==> src/design/asvm_pkg.sv <==
package asvm_pkg;

    // Voice bank geometry.
    localparam int VOICES         = 8;
    localparam int PHASE_BITS     = 32;
    localparam int SINE_ADDR_BITS = 10;

    // Quarter-wave sine table geometry.
    localparam int QTR_BITS = SINE_ADDR_BITS - 2;
    localparam int QTR_LEN  = 1 << QTR_BITS;

    // Datapath widths. One voice term is sine * level * main gain, below 2^47.
    localparam int VOICE_BITS = $clog2(VOICES);
    localparam int CNT_W      = $clog2(VOICES + 1);
    localparam int PROD_W     = 48;
    localparam int ACC_W      = PROD_W + VOICE_BITS;
    localparam int MR_W       = ACC_W - 15;
    localparam int GM_W       = MR_W + 16;
    localparam int NUM_W      = GM_W - 29;
    localparam int DC_W       = $clog2(NUM_W + 1);

    // Stream payload layout.
    localparam int S_TDATA_W = 56;
    localparam int IDX_LSB   = 0;
    localparam int STEP_LSB  = 3;
    localparam int GAIN_LSB  = 35;
    localparam int EN_LSB    = 51;

    // Item kinds carried on tuser.
    localparam logic OP_TICK = 1'b0;
    localparam logic OP_SET  = 1'b1;

    // Configuration register indexes.
    localparam logic REG_MAIN_GAIN   = 1'b0;
    localparam logic REG_VOICE_COUNT = 1'b1;

    // Reset values.
    localparam logic [15:0] MAIN_GAIN_RST   = 16'd8192;
    localparam logic [3:0]  VOICE_COUNT_RST = 4'd5;
    localparam logic [15:0] LEVEL_RST       = 16'd8192;

    // Polynomial coefficients of the quarter sine, Q30.
    localparam longint unsigned Q30_ONE = 64'd1073741824;
    localparam longint unsigned SC1     = 64'd1686629713;
    localparam longint unsigned SC3     = 64'd693598670;
    localparam longint unsigned SC5     = 64'd85569306;
    localparam longint unsigned SC7     = 64'd5026995;
    localparam longint unsigned SC9     = 64'd172272;

    typedef enum logic [1:0] {
        ST_IDLE,
        ST_BUSY,
        ST_HOLD
    } mix_state_t;

    // Per-cell control from the sequencer.
    typedef struct packed {
        logic go;
        logic active;
        logic wr;
    } cell_ctrl_t;

    // Voice settings carried by a settings beat.
    typedef struct packed {
        logic [PHASE_BITS-1:0] step;
        logic [15:0]           level;
        logic                  on;
    } voice_set_t;

    // Partial sum handed from one cell to the next.
    typedef struct packed {
        logic                    valid;
        logic signed [ACC_W-1:0] acc;
    } link_t;

    typedef logic [14:0] sine_qtr_t [QTR_LEN];

    // One quarter-wave entry, evaluated at elaboration.
    function automatic logic [14:0] sine_entry(input int x);
        longint unsigned u;
        longint unsigned u2;
        longint unsigned t;
        longint unsigned y;
        longint unsigned v;
        u  = 64'(unsigned'(x)) << (32 - SINE_ADDR_BITS);
        u2 = (u * u) >> 30;
        t  = SC7 - ((u2 * SC9) >> 30);
        t  = SC5 - ((u2 * t) >> 30);
        t  = SC3 - ((u2 * t) >> 30);
        t  = SC1 - ((u2 * t) >> 30);
        y  = (u * t) >> 30;
        v  = (y * 64'd32767 + (Q30_ONE >> 1)) >> 30;
        if (v > 64'd32767) begin
            v = 64'd32767;
        end
        return 15'(v);
    endfunction

    function automatic sine_qtr_t build_sine_qtr();
        sine_qtr_t tab;
        for (int i = 0; i < QTR_LEN; i++) begin
            tab[i] = sine_entry(i);
        end
        return tab;
    endfunction

    localparam sine_qtr_t   SINE_QTR  = build_sine_qtr();
    localparam logic [14:0] SINE_PEAK = sine_entry(QTR_LEN);

    // Full-wave sine from quarter-wave symmetry.
    function automatic logic signed [15:0] sine_lookup(input logic [SINE_ADDR_BITS-1:0] addr);
        logic [1:0]          quad;
        logic [QTR_BITS-1:0] r;
        logic [QTR_BITS:0]   x;
        logic [14:0]         v;
        quad = addr[SINE_ADDR_BITS-1 -: 2];
        r    = addr[QTR_BITS-1:0];
        x    = quad[0] ? ((QTR_BITS + 1)'(QTR_LEN) - {1'b0, r}) : {1'b0, r};
        v    = x[QTR_BITS] ? SINE_PEAK : SINE_QTR[x[QTR_BITS-1:0]];
        return quad[1] ? -$signed({1'b0, v}) : $signed({1'b0, v});
    endfunction

endpackage

==> src/design/asvm_tail.sv <==
module asvm_tail import asvm_pkg::*; (
    input  logic                    aclk,
    input  logic                    aresetn,
    input  logic                    start,
    input  logic signed [ACC_W-1:0] acc_i,
    input  logic [15:0]             main_gain,
    input  logic [CNT_W-1:0]        cnt,
    output logic                    done,
    output logic [15:0]             sample
);

    logic                v1_reg;
    logic                v2_reg;
    logic                busy_reg;
    logic                fin_reg;
    logic [DC_W-1:0]     div_cnt_reg;
    logic                neg_reg;
    logic [MR_W-1:0]     magr_reg;
    logic [MR_W-1:0]     magr_next;
    logic [GM_W-1:0]     gm_reg;
    logic [GM_W-1:0]     gm_next;
    logic [ACC_W-1:0]    mag;
    logic [ACC_W-1:0]    mag_rnd;
    logic [GM_W:0]       nsum;
    logic [NUM_W-1:0]    num;
    logic [NUM_W-1:0]    quo_reg;
    logic [CNT_W-1:0]    rem_reg;
    logic [CNT_W:0]      rem_sh;
    logic                qbit;
    logic [CNT_W-1:0]    rem_next;

    // Magnitude rounded to 2^-30 units, then weighed by the main gain again.
    always_comb begin
        mag       = acc_i[ACC_W-1] ? unsigned'(-acc_i) : unsigned'(acc_i);
        mag_rnd   = mag + ACC_W'(1 << 14);
        magr_next = mag_rnd[ACC_W-1:15];
        gm_next   = magr_reg * main_gain;
        nsum      = {1'b0, gm_reg} + ((GM_W + 1)'(cnt) << 29);
        num       = nsum[GM_W:30];
    end

    // One restoring division step per cycle by the voice count.
    always_comb begin
        rem_sh = {rem_reg, quo_reg[NUM_W-1]};
        qbit   = (rem_sh >= {1'b0, cnt});
        rem_next = qbit ? CNT_W'(rem_sh - {1'b0, cnt}) : rem_sh[CNT_W-1:0];
    end

    always_ff @(posedge aclk) begin
        if (start) begin
            neg_reg  <= acc_i[ACC_W-1];
            magr_reg <= magr_next;
        end
        if (v1_reg) begin
            gm_reg <= gm_next;
        end
        if (v2_reg) begin
            quo_reg <= num;
            rem_reg <= '0;
        end else if (busy_reg) begin
            quo_reg <= {quo_reg[NUM_W-2:0], qbit};
            rem_reg <= rem_next;
        end
    end

    // Stage sequencing.
    always_ff @(posedge aclk) begin
        if (!aresetn) begin
            v1_reg      <= 1'b0;
            v2_reg      <= 1'b0;
            busy_reg    <= 1'b0;
            fin_reg     <= 1'b0;
            div_cnt_reg <= '0;
        end else begin
            v1_reg  <= start;
            v2_reg  <= v1_reg;
            fin_reg <= 1'b0;
            if (v2_reg) begin
                busy_reg    <= 1'b1;
                div_cnt_reg <= DC_W'(NUM_W);
            end else if (busy_reg) begin
                div_cnt_reg <= div_cnt_reg - DC_W'(1);
                if (div_cnt_reg == DC_W'(1)) begin
                    busy_reg <= 1'b0;
                    fin_reg  <= 1'b1;
                end
            end
        end
    end

    // Sign and saturate; the quotient holds until the next start.
    always_comb begin
        if (neg_reg) begin
            sample = (quo_reg > NUM_W'(32768)) ? 16'h8000 : 16'(-quo_reg[15:0]);
        end else begin
            sample = (quo_reg > NUM_W'(32767)) ? 16'h7FFF : quo_reg[15:0];
        end
    end

    assign done = fin_reg;

endmodule

==> config.mk <==
export PLATFORM = sky130hd
export DESIGN_NAME = asvm_tail
export DESIGN_NICKNAME = d
export VERILOG_FILES = /design/src/design/asvm_pkg.sv /design/src/design/asvm_tail.sv
export SDC_FILE = /design/constraint.sdc
export NUM_CORES = 1
export LEC_CHECK = 0
export BUFFER_PORTS_ARGS = -buffer_cell sky130_fd_sc_hd__buf_2
export CORE_ASPECT_RATIO = 1.1
export CORE_MARGIN = 2
export CORE_UTILIZATION = 45
export CTS_CLUSTER_DIAMETER = 200
export DETAILED_ROUTE_END_ITERATION = 6
export PLACE_DENSITY_LB_ADDON = 0.12
export REMOVE_ABC_BUFFERS = 1
export SLEW_MARGIN = 20
export SYNTH_ARGS = -nofsm -noshare
export SYNTH_HDL_FRONTEND = slang
export SYNTH_SLANG_ARGS = --single-unit
==> constraint.sdc <==
create_clock -name aclk -period 10.2 [get_ports aclk]
set_input_delay 1.02 -clock aclk [delete_from_list [all_inputs] [get_ports aclk]]
set_output_delay 1.02 -clock aclk [all_outputs]
set_load 0.01 [all_outputs]
==> metrics.yaml <==
violations: "design-rule violations"
rsz0062_at_grt: "no"
antenna_found_initial: 0
maxCapViolCount: 0
grt_usage_pct: 23.2
synthMuxAreaShare_pct: 0.134
path_clk_slew_ps: 70
synth.largest_area_cell: "fa_1"
clock-root-buffer: "clkbuf_16"
yosysWarnings: 0
instances_no_fill: 3277
cts_buffers: 9
grt_pass1_vias: 18810
port_buffers: 90
synth_commonest_cells: "inv_1 (529), fa_1 (475), nand2_1 (429)"
avgViaCountPerCell: 5.29
synthToLayoutAreaGrowth_pct: 4.81
maxSlewViolCount: 0
start_util_pct: 45.5
grt.overflow.total: 0
firstDrtPassIters: 7
cts_tree: "done"
io_pins: 91
cp_max_fo: 36
fin_worst_skew_ps: 17.5
yosysMostFrequentCell: "inv_1"
synth_compound_gate_area_share_pct: 6.23
wl_mm: 59.4
cts_sinks: 96
drcViolationCount: 6
syn_area_per_cell_sq_um: 8.91
rr_startpoint: "magr_reg[11]"
min_period_ps: 8210
die_y_um: 243
clockBufferDepth: 2
via_count: 17333
design_area_sq_mm: 0.0245
placedCellCount: 3261
min_path_type: "flop to flop"
worstSetupStartpoint: "main_gain[8]"
ant_nets: 0
synth_adder_area_share_pct: 47.7
hold_start: "rem_reg[3]"
dpl_cell_area_sq_mm: 0.0242
hpwl_mm: 46.4
synth_top_family_by_area: "adder cells"
hold_viol: 0
critPathKind: "input pin to flop"
place_congestion: 0.859
clock_latency_ps: 380
crit_required_ps: 10420
grt_pass1_wl_mm: 98.7
htreeDepth: 3
synth-async-reset-ratio_pct: 0
row_count: 87
core_sq_mm: 0.0514
synthXorXnorAreaFrac_pct: 4.08
diodes: 0
grt_max_degree: 56
synth-simple-area-share_pct: 19.5
drt_iter0_markers: 800
ys_types: 74
ys_seq_area_share_pct: 11.8
worst_pin_slew_ps: 982
yosys_most_used_dff: "edfxtp_1"
maxSlewHeadroom_pct: 32.8
die-area_sq_mm: 0.0538
cp.arrival_ps: 8420
ctsHoldBuffers: 0
largest_reg_flops: 36
fin_nets: 3287
outcome: "finished, violations left"
ys_ff_latch: 96
timing.fmax_mhz: 122
start_kind: "input pin"
cp-end-kind: "flop"
fp.dieW_um: 221
syn_area_sq_mm: 0.0234
fin_crit_sh_pct: 80.5
cts_setup_buffers: 0
synthCells: 2627
synth_edf_count: 83
fin_setup_tns_ps: 0
setup_viol: 0
post_cts_resized: 0
synth_top_cell_area_share_pct: 40.6
synthTopCellsByArea: "fa_1 (41%), edfxtp_1 (11%), inv_1 (8.5%)"
drive_gt1_share_pct: 5.02
routedWlPerCell_um: 18.1
## cell families (layout without fill, tap and decap cells)
group                    after synthesis  in the layout
AND/OR/NAND/NOR                      932            932
XOR/XNOR                             109            109
adder cells (fa/ha/maj)              608            608
buffers and inverters                659            642
flip-flops                            96             96
multiplexers                           3              3
AO/OA/AOI/OAI                        220            220
## stage by stage
| step | worst slack (ps) | hold WS, ps | util, % |
|---|---|---|---|
| 4_1_cts | 2090 | 469 | 47.7 |
| 5_1_grt | 1600 | 483 | 47.7 |
| 6_report | 1990 | 465 | 47.7 |
| 3_5_place_dp | 1700 | 449 | 47.2 |
| 2_1_floorplan | 3060 | 427 | - |
| 3_3_place_gp | 1770 | 445 | 47.2 |
## routing by layer
layer	vias to the layer above	wire (um)	GRT usage, %
met2	505	27900	38.8
met5	-	0	0
met3	72	3770	3.86
li1	7968	-	-
met4	0	1020	5.33
met1	8788	26700	31.6
## critical path, stage by stage
cell and delay [ps]:
buf_2 700, nand2_1 170, fa_1 550, inv_1 50, fa_1 510, fa_1 460
fa_1 520, fa_1 560, inv_1 70, fa_1 530, inv_1 40, ha_1 310
a21o_1 190, a21o_1 160, a2111oi_0 870, nand2_1 110, o31a_1 330, a41oi_1 300
a21boi_0 320, or4b_1 540, o211ai_1 90
## path summary, 6_finish.rpt
path / to / slack [ps] / depth (start not counted)
worst min register to register: rem_reg[3] / 470 / 1
worst max-delay path: gm_reg[36] / 1990 / 21
worst max register to register: gm_reg[36] / 2440 / 20
worst min-delay path: rem_reg[3] / 470 / 1
## cells in the final DEF, fill, tap and decap left out, drive strengths merged, types with 54 or more instances in the layout
cell type / count
a21oi: 61
xnor2: 78
inv: 532
fa: 475
nand2: 429
buf: 96
nor2: 94
edfxtp: 83
and2: 243
ha: 133
o21ai: 54
## layout make-up
type                    instances  area (sq um)
clock buffers                  10           229
clock inverters                 6          51.3
fillers                      5038         26900
inverters                     530          1990
multi-input cells            1872         18200
flip-flops and latches         96          2750
well taps                     667           835
repair buffers                 96           495
Power is not shown: default switching activity piles up to over one toggle a cycle in this logic, so the estimate is an artifact.
