## src/design/asvm_pkg.sv

```systemverilog
package asvm_pkg;

    // Voice bank geometry.
    localparam int VOICES         = 8;
    localparam int PHASE_BITS     = 32;
    localparam int SINE_ADDR_BITS = 10;

    // Quarter-wave sine table geometry.
    localparam int QTR_BITS = SINE_ADDR_BITS - 2;
    localparam int QTR_LEN  = 1 << QTR_BITS;

    // Datapath widths. One voice term is sine * level * main gain, below 2^47.
    localparam int VOICE_BITS = $clog2(VOICES);
    localparam int CNT_W      = $clog2(VOICES + 1);
    localparam int PROD_W     = 48;
    localparam int ACC_W      = PROD_W + VOICE_BITS;
    localparam int MR_W       = ACC_W - 15;
    localparam int GM_W       = MR_W + 16;
    localparam int NUM_W      = GM_W - 29;
    localparam int DC_W       = $clog2(NUM_W + 1);

    // Stream payload layout.
    localparam int S_TDATA_W = 56;
    localparam int IDX_LSB   = 0;
    localparam int STEP_LSB  = 3;
    localparam int GAIN_LSB  = 35;
    localparam int EN_LSB    = 51;

    // Item kinds carried on tuser.
    localparam logic OP_TICK = 1'b0;
    localparam logic OP_SET  = 1'b1;

    // Configuration register indexes.
    localparam logic REG_MAIN_GAIN   = 1'b0;
    localparam logic REG_VOICE_COUNT = 1'b1;

    // Reset values.
    localparam logic [15:0] MAIN_GAIN_RST   = 16'd8192;
    localparam logic [3:0]  VOICE_COUNT_RST = 4'd5;
    localparam logic [15:0] LEVEL_RST       = 16'd8192;

    // Polynomial coefficients of the quarter sine, Q30.
    localparam longint unsigned Q30_ONE = 64'd1073741824;
    localparam longint unsigned SC1     = 64'd1686629713;
    localparam longint unsigned SC3     = 64'd693598670;
    localparam longint unsigned SC5     = 64'd85569306;
    localparam longint unsigned SC7     = 64'd5026995;
    localparam longint unsigned SC9     = 64'd172272;

    typedef enum logic [1:0] {
        ST_IDLE,
        ST_BUSY,
        ST_HOLD
    } mix_state_t;

    // Per-cell control from the sequencer.
    typedef struct packed {
        logic go;
        logic active;
        logic wr;
    } cell_ctrl_t;

    // Voice settings carried by a settings beat.
    typedef struct packed {
        logic [PHASE_BITS-1:0] step;
        logic [15:0]           level;
        logic                  on;
    } voice_set_t;

    // Partial sum handed from one cell to the next.
    typedef struct packed {
        logic                    valid;
        logic signed [ACC_W-1:0] acc;
    } link_t;

    typedef logic [14:0] sine_qtr_t [QTR_LEN];

    // One quarter-wave entry, evaluated at elaboration.
    function automatic logic [14:0] sine_entry(input int x);
        longint unsigned u;
        longint unsigned u2;
        longint unsigned t;
        longint unsigned y;
        longint unsigned v;
        u  = 64'(unsigned'(x)) << (32 - SINE_ADDR_BITS);
        u2 = (u * u) >> 30;
        t  = SC7 - ((u2 * SC9) >> 30);
        t  = SC5 - ((u2 * t) >> 30);
        t  = SC3 - ((u2 * t) >> 30);
        t  = SC1 - ((u2 * t) >> 30);
        y  = (u * t) >> 30;
        v  = (y * 64'd32767 + (Q30_ONE >> 1)) >> 30;
        if (v > 64'd32767) begin
            v = 64'd32767;
        end
        return 15'(v);
    endfunction

    function automatic sine_qtr_t build_sine_qtr();
        sine_qtr_t tab;
        for (int i = 0; i < QTR_LEN; i++) begin
            tab[i] = sine_entry(i);
        end
        return tab;
    endfunction

    localparam sine_qtr_t   SINE_QTR  = build_sine_qtr();
    localparam logic [14:0] SINE_PEAK = sine_entry(QTR_LEN);

    // Full-wave sine from quarter-wave symmetry.
    function automatic logic signed [15:0] sine_lookup(input logic [SINE_ADDR_BITS-1:0] addr);
        logic [1:0]          quad;
        logic [QTR_BITS-1:0] r;
        logic [QTR_BITS:0]   x;
        logic [14:0]         v;
        quad = addr[SINE_ADDR_BITS-1 -: 2];
        r    = addr[QTR_BITS-1:0];
        x    = quad[0] ? ((QTR_BITS + 1)'(QTR_LEN) - {1'b0, r}) : {1'b0, r};
        v    = x[QTR_BITS] ? SINE_PEAK : SINE_QTR[x[QTR_BITS-1:0]];
        return quad[1] ? -$signed({1'b0, v}) : $signed({1'b0, v});
    endfunction

endpackage

```

## src/design/asvm_cell.sv

```systemverilog
module asvm_cell import asvm_pkg::*; (
    input  logic        aclk,
    input  logic        aresetn,
    input  cell_ctrl_t  ctrl,
    input  voice_set_t  set_data,
    input  logic [15:0] main_gain,
    input  link_t       link_i,
    output link_t       link_o
);

    logic [PHASE_BITS-1:0]   phase_reg;
    logic [PHASE_BITS-1:0]   step_reg;
    logic [15:0]             level_reg;
    logic                    on_reg;
    logic                    en_reg;
    logic signed [15:0]      sine_reg;
    logic signed [32:0]      sl_reg;
    logic signed [32:0]      sl_next;
    logic signed [49:0]      prod_full;
    logic signed [PROD_W-1:0] prod_reg;
    logic signed [PROD_W-1:0] prod_next;
    link_t                   link_reg;

    // Voice settings and oscillator phase.
    always_ff @(posedge aclk) begin
        if (!aresetn) begin
            phase_reg <= '0;
            step_reg  <= '0;
            level_reg <= LEVEL_RST;
            on_reg    <= 1'b1;
        end else begin
            if (ctrl.wr) begin
                step_reg  <= set_data.step;
                level_reg <= set_data.level;
                on_reg    <= set_data.on;
            end
            if (ctrl.go && ctrl.active && on_reg) begin
                phase_reg <= phase_reg + step_reg;
            end
        end
    end

    // Sample the sine of the current phase when a tick starts.
    always_ff @(posedge aclk) begin
        if (ctrl.go) begin
            sine_reg <= sine_lookup(phase_reg[PHASE_BITS-1 -: SINE_ADDR_BITS]);
            en_reg   <= ctrl.active && on_reg;
        end
    end

    // Two registered multiplies: by the voice level, then by the main gain.
    always_comb begin
        sl_next   = sine_reg * $signed({1'b0, level_reg});
        prod_full = sl_reg * $signed({1'b0, main_gain});
        prod_next = en_reg ? prod_full[PROD_W-1:0] : '0;
    end

    always_ff @(posedge aclk) begin
        sl_reg   <= sl_next;
        prod_reg <= prod_next;
    end

    // Add this voice's term to the partial sum passing through.
    always_ff @(posedge aclk) begin
        link_reg.acc <= link_i.acc + ACC_W'(prod_reg);
        if (!aresetn) begin
            link_reg.valid <= 1'b0;
        end else begin
            link_reg.valid <= link_i.valid;
        end
    end

    assign link_o = link_reg;

endmodule

```

## config.mk

```make
export PLATFORM = sky130hd
export DESIGN_NAME = asvm_cell
export DESIGN_NICKNAME = d
export VERILOG_FILES = /design/src/design/asvm_pkg.sv /design/src/design/asvm_cell.sv
export SDC_FILE = /design/constraint.sdc
export NUM_CORES = 2
export LEC_CHECK = 0
export BUFFER_PORTS_ARGS = -buffer_cell sky130_fd_sc_hd__buf_4
export CORE_UTILIZATION = 50
export CTS_BUF_LIST = sky130_fd_sc_hd__clkbuf_16
export CTS_CLUSTER_DIAMETER = 200
export DETAILED_ROUTE_END_ITERATION = 16
export PLACE_DENSITY_LB_ADDON = 0.1
export SETUP_SLACK_MARGIN = 0.02
export SLEW_MARGIN = 20
export SYNTH_ARGS = -nofsm -noshare
export SYNTH_HDL_FRONTEND = slang
export SYNTH_SLANG_ARGS = --single-unit
export TNS_END_PERCENT = 10
```

## constraint.sdc

```tcl
create_clock -name aclk -period 17.2 [get_ports aclk]
set_clock_uncertainty 0.2 [all_clocks]
set_input_delay 2.58 -clock aclk [delete_from_list [all_inputs] [get_ports aclk]]
set_output_delay 2.58 -clock aclk [all_outputs]
set_load 0.01 [all_outputs]
```

==> metrics list <==
- From synthesis to final layout, the design area changed by 7.13%.
* Register bit count reported by yosys: 231
- Count of cells resized by post-cts repair: 0
* Total Nets Final: 6,160
- Final wirelength: 115,000 um
* TritonCTS clock tree: yes
- For the worst setup path, the data required time is 17.49 ns.
* Count of cell instances traversed by the critical path: 24
- Total negative setup slack: 0 ns
- Yosys top cell by area: sky130_fd_sc_hd__fa_1
- Clock tree synthesis found a total of 231 sinks.
* Cell occurring most often along the worst timing path: sky130_fd_sc_hd__fa_1
* Share of synthesized area occupied by flip-flops and latches: 0.112
* Initial antenna violation count: 4
* Die W: 295 um
- Congestion Overflow GR: 0
* WS Path Type: in -> reg
- Leaving out fill and tap cells, the most frequent cell in the layout is sky130_fd_sc_hd__inv_1.
- GPL Wtd Cong: 0.971
- At the pin with the least slew margin, the transition time is 1.14 ns.
* Leading cell types in the layout, fill and taps excluded: 859 x sky130_fd_sc_hd__inv_1, 687 x sky130_fd_sc_hd__fa_1, 591 x sky130_fd_sc_hd__nand2_1, 417 x sky130_fd_sc_hd__and2_1, 343 x sky130_fd_sc_hd__ha_1
- Endpoint of the worst setup timing path: prod_reg[39]$_SDFF_PN0_
- Effective utilization at floorplan: 0.505
- Avg WL per Cell: 18.6 um
- Share of post-route cells with drive strength above 1: 0.0630
- The synthesized netlist contains 93 unique library cells.
- Total iterations of the first detailed-routing run: 5
- Count of input and output buffers: 173
* Achievable Freq: 109 MHz
- RSZ-0062 raised after global routing: false
* Flip-flop cell with the highest count after synthesis: sky130_fd_sc_hd__dfxtp_1
- The worst register-to-register path has a depth of 23.
- CTS built an H-tree with a depth of 1.
* First-iteration detailed-routing DRC count: 2,680
- First-pass GRT wire length: 186,000 um
- Maximum number of pins on one net before global-route repair: 88
- In the post-route analysis, the smallest setup slack over all paths is 8.02 ns.
* Num CTS Buffers: 30
- The HPWL after detailed placement is 88,900 um.
* Clock latency of the later-clocked register in the worst-skew pair: 0.62 ns
* Core Region: 85,100 um^2
- Final clock period utilization by the worst path: 0.533
- The worst path in the final design needs a cycle of 9.18 ns, including I/O delays and setup.
- Element type at the critical path end: flip-flop
* Longest Clk Path Bufs: 3
- Yosys printed 0 warnings.
- Synthesis produced 5,022 cells.
- Delay contributed by the slowest stage of the critical path: 0.66 ns
- Run status: finished, final reports clean
- The number of antenna diodes in the final layout is 0.
- For this design, the slowest cell found on the critical path is sky130_fd_sc_hd__a221oi_1.
- Data on the critical path arrives at its endpoint at 9.46 ns.
- Along the worst path, the maximum fanout reaches 33.
- The number of nets in the synthesized netlist is 6,174.
- Finished Core Util: 0.541
- For this run, the total global-route usage over all layers was measured as 0.268.
* Register-to-register setup slack: 9.47 ns
- After synthesis the cells add up to 43,000 um^2.
* Count of max-cap constraint violations: 0
- In this run the core area contains 107 standard-cell rows.
- The min-delay analysis places its worst path in the category reg -> reg.
- Clk root buf: sky130_fd_sc_hd__clkbuf_16
- Yosys attributes the largest share of cell area to sky130_fd_sc_hd__fa_1 32%, sky130_fd_sc_hd__ha_1 10%, sky130_fd_sc_hd__dfxtp_1 10%.
- Antenna Nets Post-Route: 0
* Final count of pins violating max slew: 0
- Post-synthesis async set-or-reset flop share: 0
- DR DRC count: 0
* Ratio of routed vias to standard cells: 5.53
* Pre-CTS worst setup slack: 7.51 ns
- The worst register-to-register path ends at prod_reg[39]$_SDFF_PN0_.
- Vertical extent of the die: 295 um
* Max reg flops: 52
- Boundary pin count: 174
* Buffers plus inverters on the worst setup path: 6
* Buffers inserted during post-CTS setup optimization: 0
- STA classifies the critical path startpoint as an input pin.
- Vias in the first global route: 34,500
- Critical path cell sequence: buf_4 -> nand2_1 -> fa_1 -> inv_1 -> fa_1 -> inv_1 -> fa_1 -> inv_1 -> fa_1 -> fa_1 -> inv_1 -> fa_1 -> inv_1 -> ha_1 -> or3_1 -> o211ai_1 -> a21boi_0 -> a221oi_1 -> o21ai_0 -> o211ai_1 -> a21boi_0 -> o31a_1 -> o21ai_0 -> nor3b_1
- A synthesized cell averages 8.55 um^2.
- Final-report setup violation count: 0
- Fill cell total of the finished layout: 8,098
- Clock-pin slew was measured on the worst setup and hold paths at 0.05 ns.
- The worst register-to-register path begins at sl_reg[6]$_DFF_P_.
- Among cell families on the critical path, the largest total delay comes from adder cells.
* Total number of vias: 34,100
- The final-report hold violation count was 0.
* Max_slew headroom: 0.222
* Top-area cell type share of the netlist area: 0.320
- Counting flops with a built-in enable in the synthesized netlist gives 17.
- Worst setup path start: main_gain[8]
- Area of the die: 87,100 um^2
- Number of hold buffers added after CTS: 0
==> per-stage QoR <==
stage	std cells	instance area, um^2	hold slack [ns]
global placement	6120	45000	0.231
global route	6174	46000	0.273
finish	6174	46000	0.238
floorplan	5022	43000	0.220
detailed placement	6120	45000	0.233
CTS	6174	46000	0.244
==> metal layers <==
layer / track usage / up-vias / share of wire
li1: - / 16100 / -
met1: 0.375 / 16600 / 0.45
met2: 0.427 / 1218 / 0.44
met3: 0.0443 / 232 / 0.078
met4: 0.0753 / 8 / 0.030
met5: 0 / - / 0.00033
==> synth_stat cells (23+ instances only) <==
library cell               instances
sky130_fd_sc_hd__inv_1           852
sky130_fd_sc_hd__fa_1            687
sky130_fd_sc_hd__nand2_1         591
sky130_fd_sc_hd__and2_1          417
sky130_fd_sc_hd__ha_1            343
sky130_fd_sc_hd__dfxtp_1         214
sky130_fd_sc_hd__a21oi_1         194
sky130_fd_sc_hd__clkbuf_1        192
sky130_fd_sc_hd__nor2_1          181
sky130_fd_sc_hd__o21ai_0         171
sky130_fd_sc_hd__xnor2_1         108
sky130_fd_sc_hd__nor2b_1          91
sky130_fd_sc_hd__a21o_1           79
sky130_fd_sc_hd__mux2i_1          72
sky130_fd_sc_hd__nor3_1           59
sky130_fd_sc_hd__xor2_1           58
sky130_fd_sc_hd__nand3_1          53
sky130_fd_sc_hd__a211oi_1         51
sky130_fd_sc_hd__buf_2            42
sky130_fd_sc_hd__o211ai_1         42
sky130_fd_sc_hd__a31oi_1          38
sky130_fd_sc_hd__nand2b_1         38
sky130_fd_sc_hd__o21a_1           26
sky130_fd_sc_hd__o21bai_1         23
==> final cells by class <==
cell class,instances,area (um^2),share of cell area
clock buffers,31,776,0.0169
inverters,859,3220,0.0701
well taps,1144,1430,0.0311
multi-input cells,3670,33900,0.736
repair buffers,216,1620,0.0352
flip-flops and latches,231,4800,0.104
clock inverters,23,288,0.00625
==> worst min-delay path by stage <==
stage | depth (start not counted) | endpoint | slack (ns) | startpoint
final | 1 | link_o[0]$_DFF_P_ | 0.24 | prod_reg[0]$_SDFF_PN0_
after global routing | 1 | link_o[0]$_DFF_P_ | 0.27 | prod_reg[0]$_SDFF_PN0_
after CTS | 1 | link_o[0]$_DFF_P_ | 0.24 | prod_reg[0]$_SDFF_PN0_
after detailed placement | 1 | link_o[0]$_DFF_P_ | 0.23 | prod_reg[0]$_SDFF_PN0_
after global placement | 1 | link_o[0]$_DFF_P_ | 0.23 | prod_reg[0]$_SDFF_PN0_
after floorplan | 1 | link_o[0]$_DFF_P_ | 0.22 | prod_reg[0]$_SDFF_PN0_
==> logic make-up after synthesis <==
kind of cell             after synthesis  share of synthesized area
flip-flops                           231                      0.112
adder cells (fa/ha/maj)             1030                      0.420
XOR/XNOR                             168                     0.0347
AND/OR/NAND/NOR                     1529                      0.176
AO/OA/AOI/OAI                        855                      0.134
buffers and inverters               1121                      0.100
multiplexers                          88                     0.0231
Power is left out: the tool's default activity adds up to more than one toggle a clock period on the data nets, which glitch-free logic cannot reach.
